--- src/rtl/banked_wave_sound_channel_defines.svh ---
// Assertion macros used by the wave channel RTL.
`ifndef BANKED_WAVE_SOUND_CHANNEL_DEFINES_SVH
`define BANKED_WAVE_SOUND_CHANNEL_DEFINES_SVH

// Same-cycle implication, checked outside reset.
`define BWSC_ASSERT_NOW(label, clk, rst, ante, cons) \
  label: assert property (@(posedge clk) disable iff (rst) (ante) |-> (cons)) \
    else $error("bwsc assertion failed");

// Next-cycle implication, checked outside reset.
`define BWSC_ASSERT_NEXT(label, clk, rst, ante, cons) \
  label: assert property (@(posedge clk) disable iff (rst) (ante) |=> (cons)) \
    else $error("bwsc assertion failed");

`endif

--- src/rtl/bwsc_pkg.sv ---
// Package: command and register codes, stage type and volume table for the wave channel.
package bwsc_pkg;

  localparam logic [2:0] CMD_TICK    = 3'd0;
  localparam logic [2:0] CMD_LENGTH  = 3'd1;
  localparam logic [2:0] CMD_REG_WR  = 3'd2;
  localparam logic [2:0] CMD_REG_RD  = 3'd3;
  localparam logic [2:0] CMD_RAM_WR  = 3'd4;
  localparam logic [2:0] CMD_RAM_RD  = 3'd5;

  localparam logic [3:0] REG_CTRL    = 4'd0;
  localparam logic [3:0] REG_LENGTH  = 4'd1;
  localparam logic [3:0] REG_VOLUME  = 4'd2;
  localparam logic [3:0] REG_FREQ_LO = 4'd3;
  localparam logic [3:0] REG_FREQ_HI = 4'd4;

  localparam logic [11:0] PERIOD_BASE = 12'd2048;

  // Item in flight between the memory read and the result register.
  typedef struct packed {
    logic       is_tick;
    logic       fetch;
    logic       nib_lo;
    logic       is_ram_rd;
    logic [7:0] rd_reg;
    logic       chan_on;
    logic [2:0] vol;
  } a_stage_t;

  // Volume scale in quarters.
  function automatic logic [2:0] vol_mult(input logic [2:0] code);
    logic [2:0] m;
    case (code)
      3'd0:    m = 3'd0;
      3'd1:    m = 3'd4;
      3'd2:    m = 3'd2;
      3'd3:    m = 3'd1;
      default: m = 3'd3;
    endcase
    return m;
  endfunction

endpackage

--- src/rtl/banked_wave_sound_channel.sv ---
// Top level: banked wave sound channel with a two-bank 4-bit pattern store.
//
// Each transaction on the slave stream carries one command (tick, length
// clock, register write, register read, wave RAM write, wave RAM read) and
// produces exactly one result transaction on the master stream, in order.
// The block takes a new command every cycle and stalls only when the master
// side holds off. A result is offered once the result register is loaded:
// the accept edge registers the pattern store read, and a later edge, when
// the master side can take the result, loads the result register. Register
// and counter state is updated at the accept edge, so a
// command sees everything that earlier commands changed. The pattern store
// is 32 bytes (two 32-entry banks of 4-bit samples, two samples per byte)
// with one write port and one registered read port; a per-byte valid flag
// cleared by reset makes never-written bytes read as zero, so no clearing
// pass is needed after reset. The sample output holds the last scaled value
// between ticks and is set to zero by each tick while the channel is off.
module banked_wave_sound_channel (
  input  logic        clk,
  input  logic        rst,
  input  logic        s_tvalid,
  output logic        s_tready,
  input  logic [15:0] s_tdata,   // [2:0] command, [6:3] address, [14:7] write_data, [15] zero
  output logic        m_tvalid,
  input  logic        m_tready,
  output logic [15:0] m_tdata    // [7:0] read_data, [11:8] sample, [15:12] zero
);

`include "banked_wave_sound_channel_defines.svh"

  // Input fields
  logic [2:0] command;
  logic [3:0] address;
  logic [7:0] write_data;
  assign command    = s_tdata[2:0];
  assign address    = s_tdata[6:3];
  assign write_data = s_tdata[14:7];

  // Architectural state
  logic        two_bank_mode, two_bank_mode_next;
  logic        selected_bank, selected_bank_next;
  logic        dac_on, dac_on_next;
  logic [7:0]  length_count, length_count_next;
  logic [2:0]  volume_code, volume_code_next;
  logic [10:0] freq_value, freq_value_next;
  logic        length_enable, length_enable_next;
  logic        channel_on, channel_on_next;
  logic [4:0]  play_index, play_index_next;
  logic        play_bank, play_bank_next;
  logic [11:0] period_count, period_count_next;
  logic [3:0]  current_sample, current_sample_next;
  logic [3:0]  last_output, last_output_next;

  // Pipeline control
  logic                  a_valid;
  logic                  a_adv;
  logic                  accept;
  bwsc_pkg::a_stage_t    a_stage, a_stage_next;

  // Pattern store
  logic [7:0]  wave_mem [32];
  logic [31:0] row_valid;
  logic [4:0]  raddr;
  logic [4:0]  waddr;
  logic        wen;
  logic [7:0]  rdata;
  logic        rd_valid;

  // Per-command decode
  logic [11:0] period_dec;
  logic [11:0] reload;
  logic [11:0] reload_trig;
  logic [7:0]  length_inc;
  logic [7:0]  reg_rd;
  logic        fetch;
  logic        tick_stopped;

  // Result stage
  logic [3:0]  nibble;
  logic [3:0]  cs_use;
  logic [6:0]  product;
  logic [3:0]  scaled;
  logic [7:0]  rd_out_next;

  assign a_adv    = a_valid && (!m_tvalid || m_tready);
  assign s_tready = !a_valid || a_adv;
  assign accept   = s_tvalid && s_tready;

  assign period_dec  = period_count - 12'd1;
  // Ticks reload from the current frequency; a trigger uses the high bits it writes.
  assign reload      = bwsc_pkg::PERIOD_BASE - {1'b0, freq_value};
  assign reload_trig = bwsc_pkg::PERIOD_BASE - {1'b0, write_data[2:0], freq_value[7:0]};
  assign length_inc  = length_count + 8'd1;

  assign tick_stopped = accept && (command == bwsc_pkg::CMD_TICK) && (period_count == 12'd0);

  // Register read mux; unlisted addresses read zero.
  always_comb begin
    unique case (address)
      bwsc_pkg::REG_CTRL:    reg_rd = {dac_on, selected_bank, two_bank_mode, 5'd0};
      bwsc_pkg::REG_VOLUME:  reg_rd = {volume_code, 5'd0};
      bwsc_pkg::REG_FREQ_HI: reg_rd = {1'b0, length_enable, 6'd0};
      default:               reg_rd = 8'd0;
    endcase
  end

  // Next state for the accepted command.
  always_comb begin
    two_bank_mode_next = two_bank_mode;
    selected_bank_next = selected_bank;
    dac_on_next        = dac_on;
    length_count_next  = length_count;
    volume_code_next   = volume_code;
    freq_value_next    = freq_value;
    length_enable_next = length_enable;
    channel_on_next    = channel_on;
    play_index_next    = play_index;
    play_bank_next     = play_bank;
    period_count_next  = period_count;
    fetch              = 1'b0;
    unique case (command)
      bwsc_pkg::CMD_TICK: begin
        // Stopped period stays stopped.
        if (period_count != 12'd0) begin
          period_count_next = period_dec;
          if (period_dec == 12'd0) begin
            period_count_next = reload;
            fetch             = 1'b1;
            play_index_next   = play_index + 5'd1;
            if (play_index == 5'd31) begin
              play_bank_next = play_bank ^ two_bank_mode;
            end
          end
        end
      end
      bwsc_pkg::CMD_LENGTH: begin
        if (channel_on && length_enable) begin
          length_count_next = length_inc;
          if (length_inc == 8'd0) begin
            channel_on_next = 1'b0;
          end
        end
      end
      bwsc_pkg::CMD_REG_WR: begin
        unique case (address)
          bwsc_pkg::REG_CTRL: begin
            two_bank_mode_next = write_data[5];
            selected_bank_next = write_data[6];
            dac_on_next        = write_data[7];
            if (!write_data[7]) begin
              channel_on_next = 1'b0;
            end
          end
          bwsc_pkg::REG_LENGTH:  length_count_next = write_data;
          bwsc_pkg::REG_VOLUME:  volume_code_next = write_data[7:5];
          bwsc_pkg::REG_FREQ_LO: freq_value_next = {freq_value[10:8], write_data};
          bwsc_pkg::REG_FREQ_HI: begin
            freq_value_next    = {write_data[2:0], freq_value[7:0]};
            length_enable_next = write_data[6];
            // Trigger: restart playback from the start of the pattern.
            if (write_data[7]) begin
              channel_on_next   = dac_on;
              period_count_next = reload_trig;
              play_index_next   = 5'd0;
              play_bank_next    = two_bank_mode ? 1'b0 : selected_bank;
            end
          end
          default: ;
        endcase
      end
      default: ;
    endcase
  end

  // Stage A payload: what the result stage needs besides the memory data.
  always_comb begin
    a_stage_next.is_tick   = (command == bwsc_pkg::CMD_TICK);
    a_stage_next.fetch     = fetch;
    a_stage_next.nib_lo    = play_index[0];
    a_stage_next.is_ram_rd = (command == bwsc_pkg::CMD_RAM_RD);
    a_stage_next.rd_reg    = (command == bwsc_pkg::CMD_REG_RD) ? reg_rd : 8'd0;
    a_stage_next.chan_on   = channel_on;
    a_stage_next.vol       = volume_code;
  end

  // Ticks read the playing bank; host access goes to the bank not selected.
  assign raddr = (command == bwsc_pkg::CMD_TICK) ? {play_bank, play_index[4:1]}
                                                 : {~selected_bank, address};
  assign waddr = {~selected_bank, address};
  assign wen   = accept && (command == bwsc_pkg::CMD_RAM_WR);

  always_ff @(posedge clk) begin
    if (wen) begin
      wave_mem[waddr] <= write_data;
    end
    if (accept) begin
      rdata    <= wave_mem[raddr];
      rd_valid <= row_valid[raddr];
      a_stage  <= a_stage_next;
    end
  end

  // Result stage: pick the nibble, scale, and hold output between ticks.
  assign nibble      = a_stage.nib_lo ? rdata[3:0] : rdata[7:4];
  assign cs_use      = a_stage.fetch ? (rd_valid ? nibble : 4'd0) : current_sample;
  assign product     = {3'd0, cs_use} * {4'd0, bwsc_pkg::vol_mult(a_stage.vol)};
  assign scaled      = product[5:2];
  assign current_sample_next = cs_use;
  assign last_output_next    = a_stage.is_tick ? (a_stage.chan_on ? scaled : 4'd0)
                                               : last_output;
  assign rd_out_next = a_stage.is_ram_rd ? (rd_valid ? rdata : 8'd0) : a_stage.rd_reg;

  always_ff @(posedge clk) begin
    if (a_adv) begin
      m_tdata <= {4'd0, last_output_next, rd_out_next};
    end
  end

  always_ff @(posedge clk) begin
    if (rst) begin
      two_bank_mode  <= 1'b0;
      selected_bank  <= 1'b0;
      dac_on         <= 1'b0;
      length_count   <= 8'd0;
      volume_code    <= 3'd0;
      freq_value     <= 11'd0;
      length_enable  <= 1'b0;
      channel_on     <= 1'b0;
      play_index     <= 5'd0;
      play_bank      <= 1'b0;
      period_count   <= 12'd0;
      current_sample <= 4'd0;
      last_output    <= 4'd0;
      row_valid      <= 32'd0;
      a_valid        <= 1'b0;
      m_tvalid       <= 1'b0;
    end else begin
      if (accept) begin
        two_bank_mode <= two_bank_mode_next;
        selected_bank <= selected_bank_next;
        dac_on        <= dac_on_next;
        length_count  <= length_count_next;
        volume_code   <= volume_code_next;
        freq_value    <= freq_value_next;
        length_enable <= length_enable_next;
        channel_on    <= channel_on_next;
        play_index    <= play_index_next;
        play_bank     <= play_bank_next;
        period_count  <= period_count_next;
      end
      if (wen) begin
        row_valid[waddr] <= 1'b1;
      end
      if (a_adv) begin
        current_sample <= current_sample_next;
        last_output    <= last_output_next;
      end
      if (accept) begin
        a_valid <= 1'b1;
      end else if (a_adv) begin
        a_valid <= 1'b0;
      end
      if (a_adv) begin
        m_tvalid <= 1'b1;
      end else if (m_tready) begin
        m_tvalid <= 1'b0;
      end
    end
  end

  `BWSC_ASSERT_NOW(a_chan_needs_dac, clk, rst, channel_on, dac_on)
  `BWSC_ASSERT_NOW(a_no_overrun, clk, rst, accept, (!a_valid || a_adv))
  `BWSC_ASSERT_NEXT(a_stopped_period, clk, rst, tick_stopped, (period_count == 12'd0))
  `BWSC_ASSERT_NEXT(a_reload_nonzero, clk, rst, (accept && fetch), (period_count != 12'd0))

endmodule

--- config.mk ---
export PLATFORM = sky130hd
export DESIGN_NAME = banked_wave_sound_channel
export DESIGN_NICKNAME = d
export VERILOG_FILES = /design/src/rtl/bwsc_pkg.sv /design/src/rtl/banked_wave_sound_channel.sv
export VERILOG_INCLUDE_DIRS = /design/src /design/src/rtl
export SDC_FILE = /design/constraint.sdc
export NUM_CORES = 1
export LEC_CHECK = 0
export BUFFER_PORTS_ARGS = -buffer_cell sky130_fd_sc_hd__buf_4
export CORE_ASPECT_RATIO = 0.5
export CORE_UTILIZATION = 63
export DETAILED_ROUTE_END_ITERATION = 10
export PLACE_DENSITY = 0.84
export SYNTH_ARGS = -nofsm -noshare
export SYNTH_HDL_FRONTEND = slang
export SYNTH_SLANG_ARGS = --single-unit
--- constraint.sdc ---
create_clock -name clk -period 3.6 [get_ports clk]
set_input_delay 0.72 -clock clk [delete_from_list [all_inputs] [get_ports clk]]
set_output_delay 0.72 -clock clk [all_outputs]
set_load 0.005 [all_outputs]
==> Word level (Yosys, flattened, before mapping) <==
Memories as Yosys holds them, arrays and structs flattened. A register that Yosys moved wholly into a read port is not among the register bits.
Cells that the tools add are included.
{ "totals": {"mem_count": 1, "input_bits": 20, "ram_bits": 256, "out_inout_bits": 18, "elab_cells": 143, "reg_bits": 116} }
{ "memory_table": {"columns": ["name", "depth", "word_bits", "rd", "rd_ports_with_merged_regs", "wr", "line_no", "source"], "rows": [
  ["wave_mem", 32, 8, 1, 1, 1, "banked_wave_sound_channel.sv:60", "logic [7:0] wave_mem [32];"]
]} }
{ "op_classes": {"magnitude_cmp": 3, "n_addsub": 5, "bitwise_logic": 5, "n_eq_ne": 24, "muxes": 48, "mul": 1, "reduce_logical": 30} }
{ "ops": {"columns": ["operator", "count"], "rows": [
  ["two-way mux 12 bit", 4],
  ["two-way mux 8 bit", 4],
  ["OR 32 bit", 1],
  ["two-way mux 5 bit", 5],
  ["case mux 12 bit (2 select lines)", 1],
  ["case mux 8 bit (3 select lines)", 1],
  ["subtractor 12 x 11 -> 12 bit, first input constant", 2],
  ["case mux 11 bit (2 select lines)", 1],
  ["two-way mux 4 bit", 5],
  ["two-way mux 1 bit", 19],
  ["case mux 8 bit (2 select lines)", 1],
  ["AND reduction 7 bit", 2],
  ["== test 3 x 2 -> 1 bit, second input constant", 4],
  ["zero test 12 bit", 1],
  ["< comparator 5 x 6 -> 1 bit, second input constant", 2],
  ["case mux 3 bit (4 select lines)", 1],
  ["AND reduction 4 bit", 3],
  ["nonzero test 12 bit", 1],
  ["subtractor 12 x 1 -> 12 bit, second input constant", 1],
  ["case mux 5 bit (2 select lines)", 1],
  ["AND reduction 3 bit", 3],
  ["adder 8 x 1 -> 8 bit, second input constant", 1],
  ["== test 4 x 2 -> 1 bit, second input constant", 2],
  ["zero test 8 bit", 1],
  ["other kinds (26)", 49]
]} }

==> Depth between registers and ports, before layout <==
Gate-level depths: netlist of run 1.
{ "logic_depth": {"ltp_word": 8, "mapped_depth": 13, "ltp_nobuf": 12} }

==> Worst setup path after synthesis of run 1 <==
No wires, ideal clock.
{ "synth_timing": {"kind": "input to register", "start": "input s_tdata[1]", "end": "register rdata[1], read port of wave_mem (data pin)", "path_buffers": 5, "required_time_ns": 3.336, "setup_ns": 0.264, "path_slack_ns": 0.694, "path_stages": 10, "arrival_time_ns": 2.642, "path_cell_list": "buf_2 or3_1 clkbuf_1 mux2_2 clkbuf_1 clkbuf_1 clkbuf_1 nand3_1 a21oi_1 nor4_1"} }
{ "synth_via": {"elab_chain_cells": 2} }
{ "synth_lines": {"columns": ["item", "line_no", "source"], "rows": [
  ["start: declaration", "banked_wave_sound_channel.sv:22", "input logic [15:0] s_tdata,"],
  ["zero test 3 bit", "banked_wave_sound_channel.sv:186", "assign raddr = (command == bwsc_pkg::CMD_TICK) ? {play_bank, play_index[4:1]}"],
  ["two-way mux 5 bit", "banked_wave_sound_channel.sv:186", null],
  ["end: declaration", "banked_wave_sound_channel.sv:65", "logic [7:0] rdata;"]
]} }
No other way between the ends.
A chain may end at the register's enable or synchronous reset.

==> Worst setup path in the final report of run 1 <==
{ "layout_timing": {"start": "register rd_valid", "end": "register m_tdata[11] (data pin)"} }
{ "layout_via": {"elab_chain_cells": 5} }
{ "layout_lines": {"columns": ["item", "line_no", "source"], "rows": [
  ["start: declaration", "banked_wave_sound_channel.sv:66", "logic rd_valid;"],
  ["start signal: assignment", "banked_wave_sound_channel.sv:197", "rd_valid <= row_valid[raddr];"],
  ["two-way mux 4 bit (2 in a row)", "banked_wave_sound_channel.sv:204", "assign cs_use = a_stage.fetch ? (rd_valid ? nibble : 4'd0) : current_sample;"],
  ["multiplier 4 x 3 -> 6 bit", "banked_wave_sound_channel.sv:205", "assign product = {3'd0, cs_use} * {4'd0, bwsc_pkg::vol_mult(a_stage.vol)};"],
  ["two-way mux 4 bit (2 in a row)", "banked_wave_sound_channel.sv:208", "assign last_output_next = a_stage.is_tick ? (a_stage.chan_on ? scaled : 4'd0)"],
  ["net last_output_next[3]", "banked_wave_sound_channel.sv:51", "logic [3:0] last_output, last_output_next;"],
  ["end signal: assignment", "banked_wave_sound_channel.sv:214", "m_tdata <= {4'd0, last_output_next, rd_out_next};"],
  ["end: declaration", "banked_wave_sound_channel.sv:25", "output logic [15:0] m_tdata"]
]} }
The timed path passes the listed nets, and every way through them passes these cells.

==> impl_metrics.env, run 1 <==
export IMPL_synth_common_cells="edfxtp_1, nand2_1, nor2_1"
export IMPL_ys_warn_count=0
export IMPL_io_pins=38
export IMPL_fillers=1678
export IMPL_yosysTopAreaCellShare=0.5161
export IMPL_ys_ff_latch=375
export IMPL_wl_per_cell_um=22.68
export IMPL_critPathKind="reg -> reg"
export IMPL_cts_htree_levels=1
export IMPL_power_per_cell_area_nw_per_um2=467.2
export IMPL_clock_sinks=375
export IMPL_final_area_um2=18630
export IMPL_syn_area_um2=16760
export IMPL_insertion_delay_ps=570
export IMPL_ir_drop_v=0.0002765
export IMPL_core_rowCount=41
export IMPL_layout_drive_gt1_share=0.1132
export IMPL_post_cts_resize_count=0
export IMPL_status="completed"
export IMPL_cts_buffer_depth=3
export IMPL_dieWidth_um=232.6
export IMPL_max_cap_violations=0
export IMPL_nNetsFinal=1582
export IMPL_arrival_ps=3570
export IMPL_drc=0
export IMPL_whs_path_depth=3
export IMPL_postCtsHoldBufs=0
export IMPL_antenna_found_initial=0
export IMPL_layout_min_cycle_time_ps=3269
export IMPL_hold_path_class="in -> reg"
export IMPL_grt_overflow=0
export IMPL_vias=12600
export IMPL_power_mw=8.702
export IMPL_drv_slew=0
export IMPL_cts_buffers=31
export IMPL_yosysUniqueCellTypes=72
export IMPL_rsz0062_at_grt="false"
export IMPL_drt_pass1_iter_count=6
export IMPL_synth_seq_area_share=0.6200
export IMPL_viasPerCell=6.571
export IMPL_setup_viol_count_final=0
export IMPL_crit_required_ps=3900
export IMPL_clock_root_buffer="clkbuf_16"
export IMPL_cp_max_fo=9
export IMPL_grt_pass1_vias=12040
export IMPL_fmax_mhz=305.9
export IMPL_power_leakage_nw=6.628
export IMPL_yosysMostFrequentCell="edfxtp_1"
export IMPL_crit_path_end_kind="flip-flop"
export IMPL_async_reset_ff_frac=0
export IMPL_track_usage=0.3205
export IMPL_die_area_um2=27300
export IMPL_tightest_slew_ps=1306
export IMPL_synth_edf_count=288
export IMPL_numPortBuffers=32
export IMPL_max_slew_margin=0.1222
export IMPL_initial_core_util=0.6533
export IMPL_worst_r2r_cell_count=12
export IMPL_routed_wl_um=43470
export IMPL_yosysTopAreaCell="edfxtp_1"
export IMPL_setup_tns_ps=0
export IMPL_synthFlopType="edfxtp_1"
export IMPL_hpwl_um=27450
export IMPL_cts_setup_buffers=0
export IMPL_antenna_left=0
export IMPL_placed_area_um2=17630
export IMPL_die_height_um=117.3
export IMPL_grt_pass1_wl_um=67390
export IMPL_clk_pin_slew_ps=70
export IMPL_core_area_um2=25650
export IMPL_period_share=0.9081
export IMPL_first_iter_violations=1806
export IMPL_cts_tree="yes"
export IMPL_hold_viol=0
export IMPL_synthTopCellsByArea="edfxtp_1, dfxtp_1, nand2_1"
export IMPL_area_delta_synth_final_pct=11.16
export IMPL_routabilityCongestion=0.9330
export IMPL_antenna_cells=0
export IMPL_cp_start_kind="flip-flop"
export IMPL_skew_ps=13.13
export IMPL_grt_max_degree=65
export IMPL_syn_avg_cell_area_um2=11.10
export IMPL_syn_inst=1509
final cells by class:
cell class | count | area, µm² | area share
sequential | 375 | 10390 | 0.5578
multi-input combinational | 1018 | 5921 | 0.3178
clock buffer | 40 | 859.6 | 0.04614
timing repair buffer | 96 | 783.3 | 0.04205
tap | 344 | 430.4 | 0.02311
clock inverter | 17 | 142.6 | 0.007657
inverter | 27 | 101.3 | 0.005441
layer usage:
layer  global-route usage  share of wire  vias up  wire length, µm
met2               0.4896           0.46      790            19810
met3              0.06031           0.12      116             5122
met5                    0              0        -                0
li1                     -              -     5588                -
met4               0.1021          0.035        0             1510
met1               0.4661           0.39     6102            17030
worst max-delay path, stage by stage, from the launching register on:
cell and delay (ps):
edfxtp_1 570, nand2_1 180, o22ai_1 350, nand2_1 140, fa_1 560, inv_1 70
ha_1 290, a21o_1 180, a21oi_1 170, xnor2_1 150, xnor2_1 130, nand3_1 110
o21ai_0 110
power by group:
part / total, mW / switching, mW / leakage (nW) / internal, mW
registers: 4.72 / 0.0323 / 3.32 / 4.69
logic: 0.605 / 0.420 / 2.81 / 0.185
clock network: 3.38 / 1.54 / 0.502 / 1.83
logic make-up after synthesis:
group | count (synthesis) | synth area share
flip-flops | 375 | 0.6200
other | 1 | 0.0002238
adder cells (fa/ha/maj) | 13 | 0.01105
AO/OA/AOI/OAI | 247 | 0.09475
multiplexers | 92 | 0.05675
buffers and inverters | 119 | 0.02919
XOR/XNOR | 21 | 0.01098
AND/OR/NAND/NOR | 641 | 0.1770
metrics by stage:
stage	setup slack, ps	cells	hold slack, ps	util
2_1_floorplan	694.3	1512	421.3	-
3_3_place_gp	261.7	1860	441.7	0.6872
3_5_place_dp	259.5	1860	443.4	0.6872
4_1_cts	380.4	1917	423.5	0.7262
5_1_grt	162.4	1917	451.1	0.7262
6_report	330.8	1917	442.6	0.7262
placed cells by master, fill, tap and decap left out, types with 6 or more instances in the layout:
master	n
a211oi_1	27
o22ai_1	7
clkinv_2	10
inv_1	27
nand2b_1	6
clkbuf_16	31
nor4_1	14
nand4_1	13
edfxtp_1	288
ha_1	10
and3_1	37
nand3_1	100
o211ai_1	8
or3_1	12
nor3b_1	9
a32oi_1	17
a31oi_1	12
o21ai_0	42
a21oi_1	86
buf_4	91
nor2_1	150
nor3_1	21
o31ai_1	8
xnor2_1	16
dfxtp_1	87
nand2_1	239
and2_1	6
mux2i_1	85
final timing paths:
check | end | slack, ps | start
min reg2reg | m_tvalid | 460 | a_valid
max reg2reg | m_tdata[11] | 330 | rd_valid
max | m_tdata[11] | 330 | rd_valid
min | m_tvalid | 440 | m_tready
state kept, by name (all words and copies together) (netlist names), 3 cells and up:
signal          cells
wave_mem          256
row_valid          32
m_tdata            12
period_count       12
a_stage            11
freq_value         11
length_count        8
rdata               8
play_index          5
current_sample      4
last_output         4
volume_code         3
(Power assumes the default switching activity.)
==> run 2: changes to the inputs <==
- ABC_AREA: not set -> 1
- CTS_CLUSTER_SIZE: not set -> 20
==> impl_metrics.env, run 2 <==
export IMPL_grt_pass1_wl_um=64100
export IMPL_largest_reg_flops=256
export IMPL_most_common_layout_cells="nand2_1, edfxtp_1, nor2_1"
export IMPL_critical_path_buf_inv_count=3
export IMPL_drt_pass1_iter_count=8
export IMPL_layout_drive_gt1_share=0.08563
export IMPL_async_reset_ff_frac=0
export IMPL_path_cells="nand2_1 > a21oi_1 > o21ai_0 > o21a_1 > inv_1 > nand2_1 > fa_1 > inv_1 > ha_1 > nand3_1 > nand2_1 > xnor2_1 > xnor2_1 > o22ai_1 > o21ai_0 > inv_1"
export IMPL_yosysTopAreaCell="edfxtp_1"
export IMPL_nNetsFinal=1748
export IMPL_fillers=1693
export IMPL_power_leakage_nw=7.072
export IMPL_cp_top_family="compound AO/OA/AOI/OAI gates"
export IMPL_grt_overflow=0
export IMPL_period_share=0.8870
export IMPL_slowest_stage="fa_1"
export IMPL_skew_ps=19.50
export IMPL_antenna_found_initial=0
export IMPL_placed_area_um2=17150
export IMPL_cts_htree_levels=2
export IMPL_syn_inst=1692
export IMPL_die_height_um=116.8
export IMPL_clk_pin_slew_ps=70
export IMPL_clkPwrFrac=0.403
export IMPL_final_area_um2=18290
export IMPL_fmax_mhz=313.2
export IMPL_track_usage=0.3094
export IMPL_synth_edf_count=288
export IMPL_power_mw=9.375
export IMPL_power_per_cell_area_nw_per_um2=512.5
export IMPL_hpwl_um=25000
export IMPL_hold_path_class="reg -> reg"
export IMPL_wl_per_cell_um=19.78
export IMPL_max_cap_violations=0
export IMPL_core_area_um2=25550
export IMPL_yosysUniqueCellTypes=45
export IMPL_crit_path_max_incr_delay_ps=520
export IMPL_routabilityCongestion=0.9255
export IMPL_crit_required_ps=4010
export IMPL_setup_tns_ps=0
export IMPL_syn_area_um2=16590
export IMPL_cp_max_fo=5
export IMPL_timing_final_ws_setup_ps=406.7
export IMPL_dp_worst_setup_slack_ps=456.1
export IMPL_initial_core_util=0.6495
export IMPL_critPathKind="reg -> reg"
export IMPL_crit_path_end_kind="flip-flop"
export IMPL_final_common_cell="nand2_1"
export IMPL_ys_warn_count=0
export IMPL_area_delta_synth_final_pct=10.25
export IMPL_core_rowCount=41
export IMPL_dp_cells=2023
export IMPL_synth_seq_area_share=0.6262
export IMPL_p_int_mw=7.150
export IMPL_switchingPower_mw=2.225
export IMPL_cts_setup_buffers=0
export IMPL_final_util=0.7160
export IMPL_rsz0062_at_grt="false"
export IMPL_numPortBuffers=32
export IMPL_syn_avg_cell_area_um2=9.806
export IMPL_yosysMostFrequentCell="nand2_1"
export IMPL_ys_ff_latch=375
export IMPL_cts_buffer_depth=3
export IMPL_ir_drop_v=0.0004005
export IMPL_status="completed"
export IMPL_antenna_cells=0
export IMPL_synthFlopType="edfxtp_1"
export IMPL_p_sw_frac=0.2373
export IMPL_drc=0
export IMPL_largest_register="wave_mem"
export IMPL_antenna_left=0
export IMPL_fin_cells=2084
export IMPL_vias=12750
export IMPL_hold_viol=0
export IMPL_setup_viol_count_final=0
export IMPL_clock_root_buffer="clkbuf_16"
export IMPL_insertion_delay_ps=530
export IMPL_postCtsHoldBufs=0
export IMPL_routed_wl_um=41210
export IMPL_layout_min_cycle_time_ps=3193
export IMPL_grt_max_degree=101
export IMPL_drv_slew=0
export IMPL_first_iter_violations=1479
export IMPL_post_cts_resize_count=0
export IMPL_tightest_slew_ps=1048
export IMPL_arrival_ps=3600
export IMPL_yosysTopAreaCellShare=0.5212
export IMPL_grt_pass1_vias=12220
export IMPL_largestRegisters="wave_mem: 256 flops, row_valid: 32 flops"
export IMPL_pwr_share_seq=0.505
export IMPL_dieWidth_um=231.5
export IMPL_viasPerCell=6.116
export IMPL_io_pins=38
export IMPL_cp_start_kind="flip-flop"
export IMPL_holdWs_ps=460.5
export IMPL_die_area_um2=27030
export IMPL_max_slew_margin=0.2990
export IMPL_cts_buffers=34
export IMPL_cts_tree="yes"
export IMPL_combPwrFrac=0.092
export IMPL_synth_common_cells="nand2_1, edfxtp_1, nor2_1"
export IMPL_synthTopCellsByArea="edfxtp_1, dfxtp_1, nand2_1"
export IMPL_clock_sinks=375
==> run 2: final timing paths <==
check	startpoint	endpoint	slack, ps	depth (start not counted)
max	a_stage[14]	last_output[3]	410	16
min	last_output[1]	last_output[1]	460	2
max reg2reg	a_stage[14]	last_output[3]	410	16
min reg2reg	last_output[1]	last_output[1]	460	2
==> run 2: worst reg2reg max path: cells and delay by family, from the launching register on <==
family / cells / cell delay [ps]
AOI/OAI and AO/OA: 5 / 850
adders and majority gates: 2 / 830
DFF: 1 / 420
and+or+nand+nor: 4 / 400
xor gates and xnor gates: 2 / 360
buffers and inverters: 3 / 230
==> run 2: cell type report <==
class                      count  area (µm²)  area share
sequential                   375       10390      0.5680
multi-input combinational   1130        5353      0.2926
clock buffer                  45       933.4     0.05103
timing repair buffer          61       545.5     0.02982
tap                          344       430.4     0.02353
inverter                     113       429.2     0.02346
clock inverter                16       211.5     0.01156
==> run 2: metal layers <==
metal	GRT usage	up-vias	share of wire
met1	0.4125	5975	0.39
li1	-	5787	-
met3	0.05933	149	0.11
met5	0	-	0
met2	0.5052	834	0.47
met4	0.1316	0	0.040
==> run 2: kinds of logic (layout without fill, tap and decap cells) <==
family                     after synthesis  in the layout  synth area share
other                                    1              4         0.0002260
xor gates and xnor gates                20             20           0.01056
DFF                                    375            375            0.6262
buffers and inverters                  190            235           0.05233
adders and majority gates               13             13           0.01116
AOI/OAI and AO/OA                      275            275            0.1004
and+or+nand+nor                        818            818            0.1991
==> run 2: power groups by stage <==
stage | clock network [mW] | logic (mW) | registers [mW]
final | 3.78 | 0.861 | 4.74
after global routing | 3.94 | 0.938 | 4.74
after CTS | 3.78 | 0.842 | 4.74
after detailed placement | 0 | 0.827 | 4.83
after global placement | 0 | 0.794 | 4.83
after floorplan | 0 | 0.549 | 4.82
